## config.mk

```make
export PLATFORM = sky130hd
export DESIGN_NAME = perceptron_online_trainer_top_flat
export DESIGN_NICKNAME = d
export VERILOG_FILES = /design/src/rtl/core/pot_pkg.sv /design/src/rtl/core/pot_chan_if.sv /design/src/rtl/core/perceptron_online_trainer_top.sv /design/src/rtl/core/pot_lane.sv /design/src/rtl/core/pot_merge.sv /design/src/flat_wrapper.sv
export SDC_FILE = /design/constraint.sdc
export NUM_CORES = 2
export LEC_CHECK = 0
export BUFFER_PORTS_ARGS = -buffer_cell sky130_fd_sc_hd__buf_2
export CAP_MARGIN = 20
export CORE_MARGIN = 5
export CORE_UTILIZATION = 50
export CTS_BUF_LIST = sky130_fd_sc_hd__clkbuf_16
export DETAILED_ROUTE_END_ITERATION = 8
export PLACE_DENSITY = 0.76
export SETUP_SLACK_MARGIN = 0.4
export SLEW_MARGIN = 20
export SYNTH_ARGS = -nofsm -noshare
export SYNTH_HDL_FRONTEND = slang
export SYNTH_SLANG_ARGS = --single-unit
```

## constraint.sdc

```tcl
create_clock -name clk -period 10.2 [get_ports clk]
set_input_delay 2.04 -clock clk [delete_from_list [all_inputs] [get_ports clk]]
set_output_delay 2.04 -clock clk [all_outputs]
set_load 0.03 [all_outputs]
```

## src/rtl/core/pot_pkg.sv

```systemverilog
// Shared types, constants and helpers for the perceptron online trainer.
package pot_pkg;

    // Item kinds
    localparam logic KIND_TRAIN    = 1'b0;
    localparam logic KIND_CLASSIFY = 1'b1;

    localparam int unsigned FEAT_W  = 8;
    localparam int unsigned WEIGHT_W = 24;
    localparam int unsigned RATE_W  = 8;
    localparam int unsigned TALLY_W = 16;
    localparam int unsigned PROD_W  = FEAT_W + WEIGHT_W;
    localparam int unsigned STEP_W  = RATE_W + FEAT_W + 1;
    localparam int unsigned WIDE_W  = WEIGHT_W + 2;

    localparam logic [RATE_W-1:0]  RATE_RESET = 8'd26;
    localparam logic [TALLY_W-1:0] TALLY_MAX  = 16'hFFFF;
    localparam logic signed [WEIGHT_W-1:0] W_MAX = 24'sh7FFFFF;
    localparam logic signed [WEIGHT_W-1:0] W_MIN = 24'sh800000;

    typedef logic signed [FEAT_W-1:0]   feature_t;
    typedef logic signed [WEIGHT_W-1:0] weight_t;
    typedef logic signed [PROD_W-1:0]   product_t;
    typedef logic [RATE_W-1:0]          rate_t;
    typedef logic [TALLY_W-1:0]         tally_t;

    // Update command from the merge stage to every lane
    typedef struct packed {
        logic update;
        logic negative;
    } lane_ctrl_t;

    // One result beat
    typedef struct packed {
        logic   prediction;
        logic   mismatch;
        tally_t epoch_errors;
        logic   converged;
    } result_t;

    // Clamp a widened sum back into the signed weight range
    function automatic weight_t sat_weight(input logic signed [WIDE_W-1:0] value);
        weight_t clamped;
        if (value[WIDE_W-1:WEIGHT_W-1] == '0 || value[WIDE_W-1:WEIGHT_W-1] == '1)
        begin
            clamped = value[WEIGHT_W-1:0];
        end
        else if (value[WIDE_W-1])
        begin
            clamped = W_MIN;
        end
        else
        begin
            clamped = W_MAX;
        end
        return clamped;
    endfunction

endpackage

```

## src/rtl/core/pot_chan_if.sv

```systemverilog
// Sample and result channel interfaces with valid/ready handshake.
interface pot_sample_if #(parameter int LANES = 2) ();
    logic                 valid;
    logic                 ready;
    logic                 kind;
    logic [8*LANES-1:0]   features;
    logic                 target;
    logic                 epoch_last;

    modport source (output valid, kind, features, target, epoch_last, input ready);
    modport sink   (input valid, kind, features, target, epoch_last, output ready);
endinterface

interface pot_result_if ();
    logic        valid;
    logic        ready;
    logic        prediction;
    logic        mismatch;
    logic [15:0] epoch_errors;
    logic        converged;

    modport source (output valid, prediction, mismatch, epoch_errors, converged,
                    input ready);
    modport sink   (input valid, prediction, mismatch, epoch_errors, converged,
                    output ready);
endinterface

```

## src/rtl/core/perceptron_online_trainer_top.sv

```systemverilog
// Top level of the perceptron online trainer: lanes, merge and output buffer.
//
//   channel    dir  handshake        beat contents
//   samples    in   valid/ready      kind, features (LANES x int8), target, epoch_last
//   results    out  valid/ready      prediction, mismatch, epoch_errors, converged
//   cfg        in   cfg_we           cfg_data = learning_rate (Q0.8)
//
// One sample per cycle while samples.ready is high: the lane multipliers, the lane
// sum and the weight update all settle in the cycle of acceptance, so the next sample
// sees new weights. Each result is registered in a two-entry output buffer (main
// and skid register) that keeps samples flowing while results stall; samples stop
// only once both entries are full. Reset clears weights, bias, tally and
// buffer, and loads learning_rate with 26.
module perceptron_online_trainer_top #(
    parameter int LANES = 2
)
(
    input  logic                 clk,
    input  logic                 rst_n,
    pot_sample_if.sink           samples,
    pot_result_if.source         results,
    input  logic                 cfg_we,
    input  logic [7:0]           cfg_data
);

    pot_pkg::rate_t      rate_reg;
    pot_pkg::lane_ctrl_t ctrl;
    pot_pkg::result_t    result;
    pot_pkg::product_t   products [LANES];
    pot_pkg::result_t    main_reg;
    pot_pkg::result_t    skid_reg;
    logic                main_valid_reg;
    logic                skid_valid_reg;
    logic                fire;

    assign fire = samples.valid && samples.ready;

    // Hold the learning rate
    always_ff @(posedge clk or negedge rst_n)
    begin
        if (!rst_n)
        begin
            rate_reg <= pot_pkg::RATE_RESET;
        end
        else if (cfg_we)
        begin
            rate_reg <= cfg_data;
        end
    end

    // Lanes
    for (genvar i = 0; i < LANES; i++)
    begin : g_lane
        pot_lane u_lane (
            .clk     (clk),
            .rst_n   (rst_n),
            .feature (pot_pkg::feature_t'(samples.features[8*i +: 8])),
            .rate    (rate_reg),
            .ctrl    (ctrl),
            .product (products[i])
        );
    end

    pot_merge #(.LANES(LANES)) u_merge (
        .clk        (clk),
        .rst_n      (rst_n),
        .fire       (fire),
        .kind       (samples.kind),
        .target     (samples.target),
        .epoch_last (samples.epoch_last),
        .rate       (rate_reg),
        .products   (products),
        .ctrl       (ctrl),
        .result     (result)
    );

    // Output buffer control: refill main from skid first, else from the new beat
    always_ff @(posedge clk or negedge rst_n)
    begin
        if (!rst_n)
        begin
            main_valid_reg <= 1'b0;
            skid_valid_reg <= 1'b0;
        end
        else if (!main_valid_reg || results.ready)
        begin
            if (skid_valid_reg)
            begin
                main_valid_reg <= 1'b1;
                skid_valid_reg <= 1'b0;
            end
            else
            begin
                main_valid_reg <= fire;
            end
        end
        else if (fire)
        begin
            skid_valid_reg <= 1'b1;
        end
    end

    // Output buffer payload
    always_ff @(posedge clk)
    begin
        if (!main_valid_reg || results.ready)
        begin
            main_reg <= skid_valid_reg ? skid_reg : result;
        end
        else if (fire)
        begin
            skid_reg <= result;
        end
    end

    assign samples.ready        = !skid_valid_reg;
    assign results.valid        = main_valid_reg;
    assign results.prediction   = main_reg.prediction;
    assign results.mismatch     = main_reg.mismatch;
    assign results.epoch_errors = main_reg.epoch_errors;
    assign results.converged    = main_reg.converged;

endmodule

```

## src/rtl/core/pot_lane.sv

```systemverilog
// One lane: holds a weight, forms feature*weight and applies the update.
module pot_lane
(
    input  logic                clk,
    input  logic                rst_n,
    input  pot_pkg::feature_t   feature,
    input  pot_pkg::rate_t      rate,
    input  pot_pkg::lane_ctrl_t ctrl,
    output pot_pkg::product_t   product
);

    pot_pkg::weight_t weight_reg;
    pot_pkg::weight_t weight_next;
    logic signed [pot_pkg::RATE_W:0]         rate_s;
    logic signed [pot_pkg::STEP_W-1:0]       step;
    logic signed [pot_pkg::WIDE_W-1:0]       weight_wide;
    logic signed [pot_pkg::WIDE_W-1:0]       step_wide;
    logic signed [pot_pkg::WIDE_W-1:0]       sum_wide;

    // Form the dot product term
    assign product = pot_pkg::product_t'(feature) * pot_pkg::product_t'(weight_reg);

    // Form rate times feature, then add or subtract and clamp
    assign rate_s      = {1'b0, rate};
    assign step        = pot_pkg::STEP_W'(rate_s) * pot_pkg::STEP_W'(feature);
    assign weight_wide = pot_pkg::WIDE_W'(weight_reg);
    assign step_wide   = pot_pkg::WIDE_W'(step);
    assign sum_wide    = ctrl.negative ? (weight_wide - step_wide)
                                       : (weight_wide + step_wide);
    assign weight_next = pot_pkg::sat_weight(sum_wide);

    // Hold the weight until a mistaken training beat
    always_ff @(posedge clk or negedge rst_n)
    begin
        if (!rst_n)
        begin
            weight_reg <= '0;
        end
        else if (ctrl.update)
        begin
            weight_reg <= weight_next;
        end
    end

endmodule

```

## src/rtl/core/pot_merge.sv

```systemverilog
// Merge stage: adds lane products and bias, decides, updates bias and tally.
module pot_merge #(
    parameter int LANES = 2
)
(
    input  logic                clk,
    input  logic                rst_n,
    input  logic                fire,
    input  logic                kind,
    input  logic                target,
    input  logic                epoch_last,
    input  pot_pkg::rate_t      rate,
    input  pot_pkg::product_t   products [LANES],
    output pot_pkg::lane_ctrl_t ctrl,
    output pot_pkg::result_t    result
);

    localparam int SUM_W = pot_pkg::PROD_W + $clog2(LANES + 1);

    pot_pkg::weight_t bias_reg;
    pot_pkg::weight_t bias_next;
    pot_pkg::tally_t  tally_reg;
    pot_pkg::tally_t  tally_next;
    pot_pkg::tally_t  count;
    logic signed [SUM_W-1:0]           sum;
    logic signed [pot_pkg::WIDE_W-1:0] bias_wide;
    logic signed [pot_pkg::WIDE_W-1:0] rate_wide;
    logic                              prediction;
    logic                              miss;

    // Sum lane products and bias
    always_comb
    begin
        sum = SUM_W'(bias_reg);
        for (int i = 0; i < LANES; i++)
        begin
            sum = sum + SUM_W'(products[i]);
        end
    end

    // Decide and flag a training mistake
    assign prediction = (sum > SUM_W'(0));
    assign miss       = (kind == pot_pkg::KIND_TRAIN) && (prediction != target);

    assign ctrl.update   = fire && miss;
    assign ctrl.negative = !target;

    // Step the bias up or down by the rate, as the target says, and clamp
    assign bias_wide = pot_pkg::WIDE_W'(bias_reg);
    assign rate_wide = pot_pkg::WIDE_W'({1'b0, rate});
    assign bias_next = pot_pkg::sat_weight(target ? (bias_wide + rate_wide)
                                                  : (bias_wide - rate_wide));

    // Count mistakes with saturation; clear after the epoch end
    assign count      = (miss && tally_reg != pot_pkg::TALLY_MAX) ? tally_reg + 1'b1
                                                                  : tally_reg;
    assign tally_next = epoch_last ? '0 : count;

    assign result.prediction   = prediction;
    assign result.mismatch     = miss;
    assign result.epoch_errors = count;
    assign result.converged    = epoch_last && (count == '0);

    // Advance bias and tally on an accepted beat
    always_ff @(posedge clk or negedge rst_n)
    begin
        if (!rst_n)
        begin
            bias_reg  <= '0;
            tally_reg <= '0;
        end
        else if (fire)
        begin
            tally_reg <= tally_next;
            if (miss)
            begin
                bias_reg <= bias_next;
            end
        end
    end

endmodule
```

## src/flat_wrapper.sv

```systemverilog
// flat-port wrapper written by rule: the top's interface ports become plain ports
module perceptron_online_trainer_top_flat 
#(
    parameter int LANES = 2
)
  (clk, rst_n, cfg_we, cfg_data, samples_valid, samples_kind, samples_features, samples_target, samples_epoch_last, samples_ready, results_valid, results_prediction, results_mismatch, results_epoch_errors, results_converged, results_ready);
  pot_sample_if #(.LANES(LANES)) samples_i ();
  pot_result_if results_i ();
  input  logic clk;
  input  logic rst_n;
  input  logic cfg_we;
  input  logic [7:0] cfg_data;
  input wire logic [$bits(samples_i.valid)-1:0] samples_valid;
  input wire logic [$bits(samples_i.kind)-1:0] samples_kind;
  input wire logic [$bits(samples_i.features)-1:0] samples_features;
  input wire logic [$bits(samples_i.target)-1:0] samples_target;
  input wire logic [$bits(samples_i.epoch_last)-1:0] samples_epoch_last;
  output wire logic [$bits(samples_i.ready)-1:0] samples_ready;
  output wire logic [$bits(results_i.valid)-1:0] results_valid;
  output wire logic [$bits(results_i.prediction)-1:0] results_prediction;
  output wire logic [$bits(results_i.mismatch)-1:0] results_mismatch;
  output wire logic [$bits(results_i.epoch_errors)-1:0] results_epoch_errors;
  output wire logic [$bits(results_i.converged)-1:0] results_converged;
  input wire logic [$bits(results_i.ready)-1:0] results_ready;
  assign samples_i.valid = samples_valid;
  assign samples_i.kind = samples_kind;
  assign samples_i.features = samples_features;
  assign samples_i.target = samples_target;
  assign samples_i.epoch_last = samples_epoch_last;
  assign samples_ready = samples_i.ready;
  assign results_valid = results_i.valid;
  assign results_prediction = results_i.prediction;
  assign results_mismatch = results_i.mismatch;
  assign results_epoch_errors = results_i.epoch_errors;
  assign results_converged = results_i.converged;
  assign results_i.ready = results_ready;
  perceptron_online_trainer_top #(.LANES(LANES)) u_core (.clk(clk), .rst_n(rst_n), .samples(samples_i), .results(results_i), .cfg_we(cfg_we), .cfg_data(cfg_data));
endmodule
```

* Yosys cells after proc, flatten, opt, wreduce, memory -nomap -nowiden *
Index checks and enable logic that the tools add are counted.
Widths: inputs -> output; s select.

cells by class
  equality and inequality tests = 5
  reductions and logical operators = 18
  muxes and demuxes = 15
  multiply operators = 4
  bitwise logic cells = 2
  add/sub/neg operators = 9
  order comparisons = 1

operator list
  operator               number
  $mux 24                6
  $mux 26                3
  $mul 8x24->32          2
  $add 24x17->25         2
  $sub 24x17->25         2
  $add 33x32->34         1
  $gt 34x1->1 const B    1
  $mul 9x8->17           2
  $add 24x32->33         1
  $mux 16                2
  $add 24x9->25          1
  $sub 24x9->25          1
  $mux 19                1
  $add 16x1->16 const B  1
  $logic_not 16->1       1
  $ne 16x16->1 const B   1
  $eq 3x3->1 const B     3
  $logic_not 3->1        3
  $logic_and 1x1->1      5
  $logic_or 1x1->1       4
  $reduce_and 2->1       2
  $mux 1                 3
  $logic_not 1->1        2
  $not 1->1              2
  other kinds (2)        2

word-level totals
  output and inout port bits = 21
  flip-flop bits (word level) = 136
  logic and storage cells = 69

* Depth between registers and ports, before layout *
  depth after elaboration = 11
  mapped depth = 35
  gate-level depth less buffers = 32

* Cells and area by module *
Synthesis repeated with hierarchy kept, for this count alone.

second synthesis, totals
  cell total of the unflattened synthesis = 3,498
  area, all modules = 31,336.3 sq um

by module, submodules not included
  module                               seq. area each (sq um)  instances  area each (sq um)  cells an instance
  pot_lane at u_core.g_lane[0].u_lane  600.6                   1          11,599.9           1,320
  pot_lane at u_core.g_lane[1].u_lane  600.6                   1          11,592.4           1,318
  pot_merge                            1,001.0                 1          6,313.6            775
  perceptron_online_trainer_top        1,395.1                 1          1,830.5            85

* Least setup slack after synthesis *
No wires, ideal clock.

  kind = input port to flip-flop
  from = in samples_features[7]
  to = reg u_core.g_lane[0].u_lane.weight_reg[10]
  path slack = 0.832 ns
  stages on the path = 29
  library setup time = 0.083 ns
  arrival time = 9.286 ns
  cell sequence = inv_1 > clkbuf_1 > fa_1 > fa_1 > inv_1 > fa_1 > inv_1 > fa_1 > inv_1 > ha_1 > a21oi_1 > nor2b_1 > o21a_1 > o41ai_2 > o211ai_1 > a21o_1 > a21oi_1 > xnor2_2 > nor3_1 > a21oi_1 > ha_1 > a2111oi_0 > or4b_1 > a31o_2 > a21oi_1 > xnor2_2 > buf_2 > maj3_1 > o21ai_0

between the ends
  cells in the longest elaborated chain, start to end = 7
  elaborated cells between the ends (all ways) = 16
  those cells by class = add/sub (4); mul (2); order compare (1); eq/ne (2); mux (3); reduce/logical (4)

ends and longest elaborated chain
  element               RTL line            text
  from (decl)           flat_wrapper.sv:15  input wire logic [$bits(samples_i.features)-1:0] samples_features;
  $mul 8x24->32         pot_lane.sv:21      assign product = pot_pkg::product_t'(feature) * pot_pkg::product_t'(weight_reg);
  $add 24x32->33        pot_merge.sv:37     sum = sum + SUM_W'(products[i]);
  $add 33x32->34        pot_merge.sv:37
  $gt 34x1->1           pot_merge.sv:42     assign prediction = (sum > SUM_W'(0));
  $ne 1x1->1            pot_merge.sv:43     assign miss = (kind == pot_pkg::KIND_TRAIN) && (prediction != target);
  $logic_and 1x1->1     pot_merge.sv:43
  $logic_and 1x1->1     pot_merge.sv:45     assign ctrl.update = fire && miss;
  to (signal assigned)  pot_lane.sv:41      weight_reg <= weight_next;
  to (decl)             pot_lane.sv:12      pot_pkg::weight_t weight_reg;

Several ways; a longest one is shown, not always the timed one.
A chain may end at the register's enable or synchronous reset.

==> results.cfg <==
[status]
outcome = complete, no violations

[yosys]
syn_area_sq_um = 29500
syn_area_per_cell_sq_um = 8.83
syn_nets = 4123
synth_edf_count = 38
yosysSeqAreaShare = 0.122
synth_warnings = 0
synth_flop_cell = dfrtp_1
synthArstFlopShare = 0.721
synth_cell_types = 96
syn_inst = 3339
ys_ff_latch = 136

[clock_tree]
cts_buffers = 17
cts.sinks = 136
htree_levels = 4
cts_root_buf = clkbuf_16
holdBufCountCts = 0
cts.path.max_buffers = 2
cts_tree = done
cts.reportedPaths.clkPinSlew_ns = 0.08
clk_latency_ns = 0.45

[final_layout]
syn2layout_area_growth_pct = 8.00
register_area_sq_um = 3600
largest_reg_flops = 48
fillers = 5159
multi_input_area_sq_um = 23000
final_common_cell = inv_1
drive_gt1_frac = 0.0890
layout_common_cells = inv_1 (604), fa_1 (476), nand2_1 (399), ha_1 (273), and2_1 (213)
num-nets-final = 4166

[sta]
fin_crit_ns = 9.47
slew_headroom = 0.370
setup_viol = 0
layout_setup_ws_ns = 0.730
finalHoldViolations = 0
fin_crit_sh = 0.928
skew_ns = 0.0206
drv_slew = 0
worst_slew_pin_slew_ns = 0.938
fmax_ghz = 0.106
rsz0062_at_grt = no

[placed_design]
place.gp.congestion = 0.938
placement.io_buffers = 52
place_ws_ns = -0.0198
place_hpwl_mm = 60.8

[global_routing]
grt_max_degree = 81
track_usage = 0.236
gr-total-overflow = 0
antenna_found_initial = 2
grt_pass1_wl_mm = 123
grt_pass1_vias = 24162

[drt]
detail_route.iter0.violations = 1456
drt_wl_total_mm = 73.7
vias_per_cell = 5.50
antenna_left = 0
wire_per_inst_um = 17.7
vias = 22931
drtPass1Iterations = 5
drc = 0

[setup_path]
r2r_setup_slack_ns = 1.88
cp.arrival_ns = 9.74
setup.worst_path.start_class = primary input
crit_path_end_kind = flip-flop
crit_slowest_cell = fa_1
cp_common_cell = fa_1
required_ns = 10.47
crit_fanout = 11
crit_type = in2reg
slowest_delay_ns = 0.55

[flow_run]
drv_cap = 0

[min_path]
hp-class = reg2reg

[die]
io_pins = 53
initial_core_util = 0.503
core_sq_um = 58700
rows = 89
fp.dieW_um = 253
die-area_sq_um = 63900
dieHeight_um = 253
[stage by stage]
step	TNS, ns	std cells	hold slack (ns)	cell area, sq um	util
floorplan	0	3339	0.478	29500	-
global placement	0	4135	0.524	31100	0.529
detailed placement	-0.0198	4135	0.533	31100	0.529
CTS	0	4167	0.541	31700	0.540
global route	0	4170	0.563	31900	0.543
finish	0	4170	0.544	31900	0.543
[per-layer routing]
layer	routed length [um]	global-route usage
met1	31500	0.314
met2	36000	0.407
met3	4070	0.0304
met4	2240	0.0714
met5	0	0
[cells in the mapped netlist (18+ instances only)]
cell	number	area (sq um)
and2_1	213	1330
xor2_1	61	534
a21oi_1	126	631
a31oi_1	23	144
nor3_1	42	210
fa_1	476	9530
o31ai_1	20	150
inv_1	605	2270
nand3_1	37	185
xnor2_1	98	858
nor2_1	167	627
dfrtp_1	95	2380
nand2_1	399	1500
nand4_1	18	113
maj3_1	25	250
o21ai_0	137	686
edfxtp_1	38	1140
nand2b_1	38	238
a21o_1	29	218
clkbuf_1	128	480
ha_1	276	3450
mux2_2	30	338
[layout make-up]
class / instances / share of cell area
well taps: 773 / 0.0304
clock buffers: 17 / 0.0134
clock inverters: 15 / 0.00699
diodes: 2 / 0.000157
flip-flops and latches: 136 / 0.113
repair buffers: 179 / 0.0436
multi-input cells: 2443 / 0.721
inverters: 605 / 0.0714
[critical path: cells and delay by family]
kind / cells / cell delay, ns
AOI/OAI and AO/OA: 8 / 1.51
and+or+nand+nor: 5 / 1.54
buffers and inverters: 9 / 1.17
adders and majority gates: 7 / 3.18
muxes: 1 / 0.26
[cells by family after synthesis]
group	count (synthesis)	synth area share
AND/OR/NAND/NOR	1002	0.164
AO/OA/AOI/OAI	467	0.101
multiplexers	35	0.0133
buffers and inverters	760	0.103
XOR/XNOR	162	0.0489
adder cells (fa/ha/maj)	777	0.449
flip-flops	136	0.122
[repair_timing]
action | CTS | global route
endpoints found under the hold margin | 0 | 0
setup buffers | 0 | 1
gates resized for setup | 0 | 40
setup endpoints to repair | 0 | 100
[path summary, 6_finish.rpt]
check,cells after the start,end,from
setup / recovery,30,u_core.results.converged,samples_features[15]
hold / removal,1,u_core.results.epoch_errors[11],u_core.skid_reg[12]
setup reg to reg,30,u_core.g_lane[0].u_lane.weight_reg[0],u_core.rate_reg[0]
hold reg to reg,1,u_core.results.epoch_errors[11],u_core.skid_reg[12]
max in group asynchronous,2,u_core.g_lane[0].u_lane.weight_reg[17],rst_n
min in group asynchronous,1,u_core.u_merge.tally_reg[7],rst_n
Power is not shown: default switching activity piles up to over one toggle a cycle in this logic, so the estimate is an artifact.
